File: src/rtl/cdd_pkg.sv
// Shared types, constants and calendar helpers for the date decrementer.
package cdd_pkg;

    localparam int YearW   = 16;
    localparam int MonthW  = 4;
    localparam int DayW    = 5;
    localparam int AmountW = 15;
    localparam int ActionW = 3;
    // weeks need amount * 7 steps
    localparam int CountW  = AmountW + 3;

    // floor(a / 25) == (a * Recip25) >> Recip25Shift for a <= 32768
    localparam int Recip25      = 41944;
    localparam int Recip25Shift = 20;
    localparam int ProdW        = 32;
    localparam int QuotW        = ProdW - Recip25Shift;

    localparam logic [MonthW-1:0] MonthJan = MonthW'(1);
    localparam logic [MonthW-1:0] MonthFeb = MonthW'(2);
    localparam logic [MonthW-1:0] MonthDec = MonthW'(12);
    localparam logic [DayW-1:0]   DayFirst = DayW'(1);
    localparam logic [DayW-1:0]   DayLong  = DayW'(31);

    typedef enum logic [ActionW-1:0] {
        ACT_LOAD   = 3'd0,
        ACT_DAYS   = 3'd1,
        ACT_WEEKS  = 3'd2,
        ACT_MONTHS = 3'd3,
        ACT_YEARS  = 3'd4
    } action_t;

    typedef enum logic [2:0] {
        ST_IDLE,
        ST_WAIT1,
        ST_WAIT2,
        ST_EXEC,
        ST_DONE
    } state_t;

    typedef enum logic [2:0] {
        OP_NONE,
        OP_CLAMP,
        OP_DAY,
        OP_MONTH,
        OP_YEARS
    } op_t;

    // controller -> datapath
    typedef struct packed {
        logic accept;
        op_t  op;
        logic capture;
    } dp_cmd_t;

    // datapath -> controller
    typedef struct packed {
        action_t action;
        logic    count_zero;
    } dp_status_t;

    // length of a month; codes outside 1..12 read as 31
    function automatic logic [DayW-1:0] month_days(input logic [MonthW-1:0] m,
                                                   input logic leap);
        logic [DayW-1:0] len;
        begin
            unique case (m)
                4'd2:                       len = leap ? DayW'(29) : DayW'(28);
                4'd4, 4'd6, 4'd9, 4'd11:    len = DayW'(30);
                default:                    len = DayW'(31);
            endcase
            return len;
        end
    endfunction

endpackage

File: src/rtl/calendar_date_decrementer_top.sv
// Gregorian date decrementer: holds a date and applies one command per word.
//
// Input stream (s_): each word is a command: load a date, or subtract days,
// weeks, months or years from the held date. Output stream (m_): one word
// per command with the resulting date.
// Each command passes the sequencer states WAIT1, WAIT2, EXEC and
// DONE before m_tvalid rises; days, weeks and months stay in EXEC
// until the step counter, loaded with the amount (seven times it for
// weeks), reaches zero. The day and month loops step the date back
// one calendar step per cycle, and every command first waits in WAIT1
// and WAIT2 for the pipelined leap year detector to follow the held
// year. One command is in flight at a time; s_tready is high while the
// sequencer is idle, so a command is taken after the last leaves DONE.
// The result sits in an output register; a stalled receiver holds it
// there while the next command is accepted, which then waits to deliver
// its own result until the register frees up.
// Reset (aresetn low, synchronous) returns the sequencer to idle, holds
// s_tready low and drops m_tvalid; the held date is not cleared and must
// be loaded before any subtract command.
module calendar_date_decrementer_top
    import cdd_pkg::*;
(
    input  logic        aclk,
    input  logic        aresetn,
    input  logic        s_tvalid,
    output logic        s_tready,
    // [2:0] action, [17:3] amount, [33:18] load_year, [37:34] load_month,
    // [42:38] load_day, [47:43] zero
    input  logic [47:0] s_tdata,
    output logic        m_tvalid,
    input  logic        m_tready,
    // [15:0] year, [19:16] month, [24:20] day, [31:25] zero
    output logic [31:0] m_tdata
);

    dp_cmd_t                 cmd;
    dp_status_t              status;
    logic signed [YearW-1:0] out_year;
    logic [MonthW-1:0]       out_month;
    logic [DayW-1:0]         out_day;

    cdd_ctrl u_ctrl (
        .aclk     (aclk),
        .aresetn  (aresetn),
        .s_tvalid (s_tvalid),
        .s_tready (s_tready),
        .m_tvalid (m_tvalid),
        .m_tready (m_tready),
        .cmd      (cmd),
        .status   (status)
    );

    cdd_datapath u_datapath (
        .aclk      (aclk),
        .cmd       (cmd),
        .status    (status),
        .in_action (s_tdata[2:0]),
        .in_amount (s_tdata[17:3]),
        .in_year   (s_tdata[33:18]),
        .in_month  (s_tdata[37:34]),
        .in_day    (s_tdata[42:38]),
        .out_year  (out_year),
        .out_month (out_month),
        .out_day   (out_day)
    );

    assign m_tdata = {7'b0, out_day, out_month, out_year};

endmodule

File: src/rtl/cdd_leap.sv
// Two-stage leap year detector that tracks the stored year.
module cdd_leap
    import cdd_pkg::*;
(
    input  logic                    aclk,
    input  logic signed [YearW-1:0] year,
    output logic                    leap
);

    logic [YearW-1:0] mag;
    logic [ProdW-1:0] prod_reg, prod_next;
    logic [YearW-1:0] mag_reg;
    logic [QuotW-1:0] quot;
    logic [YearW-1:0] quot_x25;
    logic             div25;
    logic             leap_reg, leap_next;

    // magnitude (-32768 gives 32768) and reciprocal multiply by 1/25
    always_comb begin
        mag       = year[YearW-1] ? YearW'(-year) : YearW'(year);
        prod_next = ProdW'(mag) * ProdW'(Recip25);
    end

    // remainder test: divisible by 25 when quotient * 25 gives back the value
    always_comb begin
        quot      = prod_reg[ProdW-1:Recip25Shift];
        quot_x25  = YearW'({quot, 4'b0}) + YearW'({quot, 3'b0}) + YearW'(quot);
        div25     = (quot_x25 == mag_reg);
        // div by 25: leap needs div by 16 (400); otherwise div by 4
        leap_next = div25 ? (mag_reg[3:0] == 4'd0) : (mag_reg[1:0] == 2'd0);
    end

    always_ff @(posedge aclk) begin
        prod_reg <= prod_next;
        mag_reg  <= mag;
        leap_reg <= leap_next;
    end

    assign leap = leap_reg;

endmodule

File: src/rtl/cdd_datapath.sv
// Date registers, step counter and result word register.
module cdd_datapath
    import cdd_pkg::*;
(
    input  logic                    aclk,
    input  dp_cmd_t                 cmd,
    output dp_status_t              status,
    input  logic [ActionW-1:0]      in_action,
    input  logic [AmountW-1:0]      in_amount,
    input  logic signed [YearW-1:0] in_year,
    input  logic [MonthW-1:0]       in_month,
    input  logic [DayW-1:0]         in_day,
    output logic signed [YearW-1:0] out_year,
    output logic [MonthW-1:0]       out_month,
    output logic [DayW-1:0]         out_day
);

    logic signed [YearW-1:0] year_reg, year_next;
    logic [MonthW-1:0]       month_reg, month_next;
    logic [DayW-1:0]         day_reg, day_next;
    logic [CountW-1:0]       count_reg, count_next;
    action_t                 action_reg, action_next;
    logic signed [YearW-1:0] oyear_reg, oyear_next;
    logic [MonthW-1:0]       omonth_reg, omonth_next;
    logic [DayW-1:0]         oday_reg, oday_next;
    logic                    leap;
    logic [MonthW-1:0]       month_prev;
    logic [DayW-1:0]         len_cur, len_prev;

    cdd_leap u_leap (
        .aclk (aclk),
        .year (year_reg),
        .leap (leap)
    );

    always_comb begin
        month_prev = month_reg - MonthW'(1);
        len_cur    = month_days(month_reg, leap);
        len_prev   = month_days(month_prev, leap);
    end

    // next date and counter
    always_comb begin
        year_next   = year_reg;
        month_next  = month_reg;
        day_next    = day_reg;
        count_next  = count_reg;
        action_next = action_reg;
        if (cmd.accept) begin
            action_next = action_t'(in_action);
            if (action_t'(in_action) == ACT_WEEKS)
                count_next = CountW'({in_amount, 3'b0}) - CountW'(in_amount);
            else
                count_next = CountW'(in_amount);
            if (action_t'(in_action) == ACT_LOAD) begin
                year_next = in_year;
                day_next  = in_day;
                if (in_month < MonthJan)
                    month_next = MonthJan;
                else if (in_month > MonthDec)
                    month_next = MonthDec;
                else
                    month_next = in_month;
            end
        end else begin
            unique case (cmd.op)
                OP_CLAMP: begin
                    if (day_reg < DayFirst)
                        day_next = DayFirst;
                    else if (day_reg > len_cur)
                        day_next = len_cur;
                end
                OP_DAY: begin
                    count_next = count_reg - CountW'(1);
                    if (day_reg == DayFirst) begin
                        if (month_reg == MonthJan) begin
                            month_next = MonthDec;
                            day_next   = DayLong;
                            year_next  = year_reg - YearW'(1);
                        end else begin
                            month_next = month_prev;
                            day_next   = len_prev;
                        end
                    end else begin
                        day_next = day_reg - DayW'(1);
                    end
                end
                OP_MONTH: begin
                    count_next = count_reg - CountW'(1);
                    if (month_reg == MonthJan) begin
                        // December has 31 days, no clamp possible
                        month_next = MonthDec;
                        year_next  = year_reg - YearW'(1);
                    end else begin
                        month_next = month_prev;
                        if (day_reg > len_prev)
                            day_next = len_prev;
                    end
                end
                OP_YEARS: begin
                    year_next = year_reg - YearW'({1'b0, count_reg[AmountW-1:0]});
                end
                default: begin
                end
            endcase
        end
    end

    // result word
    always_comb begin
        oyear_next  = oyear_reg;
        omonth_next = omonth_reg;
        oday_next   = oday_reg;
        if (cmd.capture) begin
            oyear_next  = year_reg;
            omonth_next = month_reg;
            oday_next   = day_reg;
        end
    end

    always_ff @(posedge aclk) begin
        year_reg   <= year_next;
        month_reg  <= month_next;
        day_reg    <= day_next;
        count_reg  <= count_next;
        action_reg <= action_next;
        oyear_reg  <= oyear_next;
        omonth_reg <= omonth_next;
        oday_reg   <= oday_next;
    end

    assign status.action     = action_reg;
    assign status.count_zero = (count_reg == '0);
    assign out_year          = oyear_reg;
    assign out_month         = omonth_reg;
    assign out_day           = oday_reg;

endmodule

File: src/rtl/cdd_ctrl.sv
// Command sequencer and output valid flag.
module cdd_ctrl
    import cdd_pkg::*;
(
    input  logic       aclk,
    input  logic       aresetn,
    input  logic       s_tvalid,
    output logic       s_tready,
    output logic       m_tvalid,
    input  logic       m_tready,
    output dp_cmd_t    cmd,
    input  dp_status_t status
);

    state_t state_reg, state_next;
    logic   mvalid_reg, mvalid_next;
    logic   out_free;

    assign out_free = !mvalid_reg || m_tready;

    // next state
    always_comb begin
        state_next = state_reg;
        unique case (state_reg)
            ST_IDLE:  if (s_tvalid) state_next = ST_WAIT1;
            ST_WAIT1: state_next = ST_WAIT2;
            ST_WAIT2: state_next = ST_EXEC;
            ST_EXEC: begin
                unique case (status.action)
                    ACT_DAYS, ACT_WEEKS, ACT_MONTHS:
                        if (status.count_zero) state_next = ST_DONE;
                    default: state_next = ST_DONE;
                endcase
            end
            ST_DONE:  if (out_free) state_next = ST_IDLE;
            default:  state_next = ST_IDLE;
        endcase
    end

    // outputs
    always_comb begin
        // no word is taken while reset is held
        s_tready    = (state_reg == ST_IDLE) && aresetn;
        cmd.accept  = s_tready && s_tvalid;
        cmd.op      = OP_NONE;
        cmd.capture = (state_reg == ST_DONE) && out_free;
        if (state_reg == ST_EXEC) begin
            unique case (status.action)
                ACT_LOAD:   cmd.op = OP_CLAMP;
                ACT_DAYS, ACT_WEEKS:
                    if (!status.count_zero) cmd.op = OP_DAY;
                ACT_MONTHS:
                    if (!status.count_zero) cmd.op = OP_MONTH;
                ACT_YEARS:  cmd.op = OP_YEARS;
                default:    cmd.op = OP_NONE;
            endcase
        end
        if (cmd.capture)
            mvalid_next = 1'b1;
        else if (m_tready)
            mvalid_next = 1'b0;
        else
            mvalid_next = mvalid_reg;
    end

    always_ff @(posedge aclk) begin
        if (!aresetn) begin
            state_reg  <= ST_IDLE;
            mvalid_reg <= 1'b0;
        end else begin
            state_reg  <= state_next;
            mvalid_reg <= mvalid_next;
        end
    end

    assign m_tvalid = mvalid_reg;

endmodule
File: config.mk
export PLATFORM = sky130hd
export DESIGN_NAME = calendar_date_decrementer_top
export DESIGN_NICKNAME = d
export VERILOG_FILES = /design/src/rtl/cdd_pkg.sv /design/src/rtl/calendar_date_decrementer_top.sv /design/src/rtl/cdd_leap.sv /design/src/rtl/cdd_datapath.sv /design/src/rtl/cdd_ctrl.sv
export SDC_FILE = /design/constraint.sdc
export NUM_CORES = 1
export LEC_CHECK = 0
export ABC_CLOCK_PERIOD_IN_PS = 8900
export BUFFER_PORTS_ARGS = -buffer_cell sky130_fd_sc_hd__buf_2
export CORE_ASPECT_RATIO = 1.2
export CORE_MARGIN = 2
export CORE_UTILIZATION = 42
export CTS_BUF_LIST = sky130_fd_sc_hd__clkbuf_2 sky130_fd_sc_hd__clkbuf_4 sky130_fd_sc_hd__clkbuf_8
export DETAILED_ROUTE_END_ITERATION = 8
export MAX_ROUTING_LAYER = met4
export SLEW_MARGIN = 0
export SYNTH_ARGS = -nofsm -noshare
export SYNTH_HDL_FRONTEND = slang
export SYNTH_SLANG_ARGS = --single-unit
File: constraint.sdc
create_clock -name aclk -period 8.9 [get_ports aclk]
set_clock_uncertainty 0.15 [all_clocks]
set_input_delay 0.445 -clock aclk [delete_from_list [all_inputs] [get_ports aclk]]
set_output_delay 0.445 -clock aclk [all_outputs]
set_load 0.005 [all_outputs]
* Word level (Yosys, flattened, before mapping)
Index checks and enable logic that the tools add are counted.
Operators by class: divide/modulo/power cells 0, multipliers 1, shifts and indexed selects 0, multiplexer cells 40, magnitude comparators 5, bitwise gates (word level) 0, equality and inequality tests 34, add/subtract/negate cells 9, reduce and logical (&&, ||, !) cells 25
Operators by type and width (number):
- 16-bit two-way mux | 5
- 18-bit two-way mux | 3
- 16-bit case mux with 3 select lines | 1
- 5-bit two-way mux | 8
- 16-bit by 13-bit multiplier with 29-bit output, second input constant | 1
- 4-bit two-way mux | 6
- 3-bit by 2-bit == test with 1-bit output, second input constant | 7
- 5-bit case mux with 2 select lines | 2
- 18-bit logical NOT | 1
- 18-bit by 1-bit subtractor with 18-bit output, second input constant | 1
- 18-bit by 15-bit subtractor with 18-bit output | 1
- 16-bit by 12-bit adder with 16-bit output | 1
- 16-bit by 15-bit adder with 16-bit output | 1
- 16-bit == test | 1
- 4-bit by 3-bit == test with 1-bit output, second input constant | 4
- 4-bit == test, second input constant | 4
- 16-bit negation | 1
- 16-bit by 15-bit subtractor with 16-bit output | 1
- 16-bit by 2-bit subtractor with 16-bit output, second input constant | 1
- 3-bit two-way mux | 5
- 3-bit case mux with 5 select lines | 1
- 5-bit case mux with 3 select lines | 1
- 3-bit case mux with 4 select lines | 1
- 5-bit greater-than comparator | 2
- 32 further kinds | 54
Storage, ports and cells: input port bits 52, ROM bits 0, logic and storage cells 127, bits in writable memories 0, memories 0, flip-flop bits (word level) 121, latch bits 0, output and inout bits 34

* Depth between registers and ports, before layout
depth after elaboration 9, gate-level depth with buffers 26, gate-level depth less buffers 26

* Hierarchy
From an unflattened synthesis, not the netlist that was laid out.
Unflattened totals: cell total of the unflattened synthesis 1210, area total of the unflattened synthesis 11400.9 um^2
By module, submodules not included:
- cdd_leap | area an instance 5721.7 um^2, times used 1, sequential area each 580.6 um^2, cells each 591
- cdd_datapath | area an instance 5340.1 um^2, times used 1, sequential area each 2132.0 um^2, cells each 578
- cdd_ctrl | area an instance 282.8 um^2, times used 1, sequential area each 80.1 um^2, cells each 33
- calendar_date_decrementer_top | area an instance 56.3 um^2, times used 1, sequential area each 0.0 um^2, cells each 8

* Least setup slack after synthesis
OpenSTA, ideal clock, no wires.
kind register to register, from register u_datapath.year_reg[0], to register u_datapath.u_leap.prod_reg[29], stages on the path, launching flop included 27, period minus slack after synthesis 6197 ps, setup time 119 ps, setup slack 2703 ps, path buffers 0, data arrival time 5928 ps, required time 8631 ps, cells stage by stage edfxtp_1 > inv_1 > ha_1 > nand2_2 > or3_4 > or3_4 > nand2_4 > xor2_4 > inv_1 > ha_1 > o21bai_1 > ha_1 > inv_1 > fa_1 > inv_1 > fa_1 > inv_1 > fa_1 > inv_1 > ha_1 > a21oi_1 > o21ai_0 > a31o_2 > a21oi_1 > o21ai_0 > a21bo_2 > xor2_1
Between the ends: cells in the longest elaborated chain, start to end 3
Ends and longest elaborated chain:
- start, declared | line cdd_datapath.sv:18 | logic signed [YearW-1:0] year_reg, year_next;
- start signal, assigned | line cdd_datapath.sv:122 | year_reg <= year_next;
- 16-bit negation | line cdd_leap.sv:20 | mag = year[YearW-1] ? YearW'(-year) : YearW'(year);
- 16-bit two-way mux | line cdd_leap.sv:20
- net u_datapath.u_leap.mag[10] | line cdd_leap.sv:10 | logic [YearW-1:0] mag;
- 16-bit by 13-bit multiplier with 29-bit output | line cdd_leap.sv:21 | prod_next = ProdW'(mag) * ProdW'(Recip25);
- net u_datapath.u_leap.prod_next[29] | line cdd_leap.sv:11 | logic [ProdW-1:0] prod_reg, prod_next;
- end signal, assigned | line cdd_leap.sv:34 | prod_reg <= prod_next;
- end, declared | line cdd_leap.sv:11
The timed path passes the listed nets, and every way through them passes these cells. A chain may end at the register's enable or synchronous reset.

* Worst setup path in the final report
Ends and elaborated chain as after synthesis.

==> out/metrics.yaml <==
outcome: "finished clean"
p_leak_uw: 0.00550
finish.net_count: 1540
clkSlewWorstSetupHoldPaths_ps: 100
ys_ff_latch: 104
setup_viol: 0
path_common_cell: "inv_1"
drive_above_1_share_pct: 9.66
hp-class: "in2reg"
cap_violations: 0
crit_arrival_ps: 7190
cts_tree: "done"
tightest_slew_ps: 1100
grt_most_used_layer: "met2"
fill_cells: 2561
critPathMaxFanout: 11
worstSetupStartpointType: "flop"
place.gp.congestion: 0.911
antenna_found_initial: 3
max_freq_mhz: 142
fp.dieW_um: 153
worst-setup-path-type: "reg2reg"
postCtsSetupBuffers: 0
grt_pass1_vias: 8500
synth-compound-area-share_pct: 14.4
synthSimpleGateAreaFrac_pct: 13.0
postSynthAreaPerCell_um2: 9.49
yosysTopAreaCell: "edfxtp_1"
yosys.area_share.xor_xnor_pct: 8.29
period_needed_ps: 7060
drc_errors: 0
use_met3_pct: 2.50
viasPerCell: 5.26
cts_resized: 0
ys.flop_type: "edfxtp_1"
place_hpwl_um: 20500
final_cell_mix: "inv_1 (161), ha_1 (160), nor2_1 (83)"
grt-ovfl-total: 0
synthDominantCellAreaShare_pct: 19.0
finalMaxSlewViolations: 0
ys_async_sr_fraction_pct: 0
synthTopCellsByArea: "edfxtp_1 (19%), ha_1 (18%), fa_1 (14%)"
insertion_delay_ps: 390
core.rowCount: 65
yosysSeqAreaShare_pct: 24.9
vdd_drop_max_v: 0.000225
hold_violations: 0
htree_levels: 3
synthToLayoutAreaGrowth_pct: 8.04
synth-edff-count: 71
wl_per_cell_um: 15.5
synth_top_family_by_area: "adder cells"
layout.cells.most_common: "inv_1"
io_buffers: 73
worst_setup_path_end_kind: "flop"
fp.dieArea_um2: 28000
slowest_stage: "edfxtp_1"
crit_path_max_incr_delay_ps: 640
netlist_instances: 1180
ios: 86
cts_hold_repair.buffers: 0
grt_max_degree: 56
detail-route-antenna-nets: 0
largest_register_ff_count: 18
grtUsageMet2_pct: 33.3
grt_use_met1_pct: 21.5
die_h_um: 183
synthAdderAreaFrac_pct: 32.4
rsz0062_at_grt: "false"
finalCritPeriodShare_pct: 79.3
root_buffer: "clkbuf_8"
hold-worst-slack_ps: 105
dr.pass1.iters: 5
tritoncts.num_buffers: 9
initial_utilization_pct: 42.6
grt_pass1_wl_um: 40900
ys_types: 73
routed_wl_um: 24700
clk_path_buf_depth: 2
tns_ps: 0
numClockSinks: 104
cp.required_ps: 9040
drt_iter0_markers: 332
gr-usage-all-layers_pct: 18.5
maxSlewHeadroom_pct: 26.1
power_density_nw_per_um2: 380
coreArea_um2: 26300
dr_total_vias: 8367
netlist_area_um2: 11200
muxShareOfSynthArea_pct: 0.268
ys_warn_count: 0
synthesized netlist by cell type, types with 11 or more instances:
cell type / n
nand3_1: 19
nand2b_1: 16
dfxtp_1: 33
nor3_1: 25
nand2_1: 65
a21o_1: 15
clkbuf_1: 18
nand4_1: 11
nor2_1: 84
xor2_1: 35
o21a_1: 13
xnor2_1: 66
inv_1: 161
a31oi_1: 15
nor2b_1: 14
fa_1: 80
ha_1: 160
o21ai_0: 40
a21oi_1: 71
edfxtp_1: 71
path summary, 6_finish.rpt:
kind | cells after the start | slack [ps] | from | end
hold reg to reg | 0 | 390 | u_datapath.day_reg[3] | u_datapath.out_day[3]
setup reg to reg | 26 | 1840 | u_datapath.year_reg[0] | u_datapath.u_leap.prod_reg[29]
hold / removal | 1 | 100 | s_tdata[2] | u_datapath.action_reg[2]
setup / recovery | 26 | 1840 | u_datapath.year_reg[0] | u_datapath.u_leap.prod_reg[29]
through the flow:
stage	cells	setup WS [ps]	util, %	total power (uW)	instance area (um2)
floorplan	1186	2700	-	3580	11200
global placement	1572	1890	45.4	4260	11900
detailed placement	1572	1840	45.4	4340	11900
CTS	1588	1790	46.0	4660	12100
global route	1591	1380	46.1	5210	12100
finish	1591	1840	46.1	4600	12100
logic make-up (layout without fill, tap and decap cells):
logic type,Yosys count,count (layout)
compound gates,247,247
buf+inv,190,257
other cells,1,10
xor+xnor,103,103
simple gates,289,289
flops,104,104
fa+ha+maj,243,243
mux,3,3
routing by layer:
layer  wire length, um  vias up
li1                  -     4238
met1             10600     3992
met2             12900      102
met3               647       35
met4               548        0
met5                 0        -
area by class of cell:
cell class | instances | area, um2 | area share [%]
Multi-Input combinational cell | 892 | 7690 | 63.5
Sequential cell | 104 | 2790 | 23.1
Inverter | 162 | 608 | 5.02
Tap cell | 335 | 419 | 3.46
Timing Repair Buffer | 79 | 410 | 3.39
Clock buffer | 12 | 146 | 1.21
Clock inverter | 4 | 30.0 | 0.248
Antenna cell | 3 | 7.51 | 0.0620
power by group:
group          switching (uW)  internal, uW
Combinational            2020          1610
Clock                     176           113
Sequential               77.7           605
Total                    2270          2330
critical path: cells and delay by family, from the launching register on:
kind,cells,cell delay [ps]
and+or+nand+nor,4,920
xor gates and xnor gates,2,450
AOI/OAI and AO/OA,7,1400
buffers and inverters,6,680
DFF,1,640
adders and majority gates,7,2690
No activity file was read; power rests on OpenSTA's default activity.
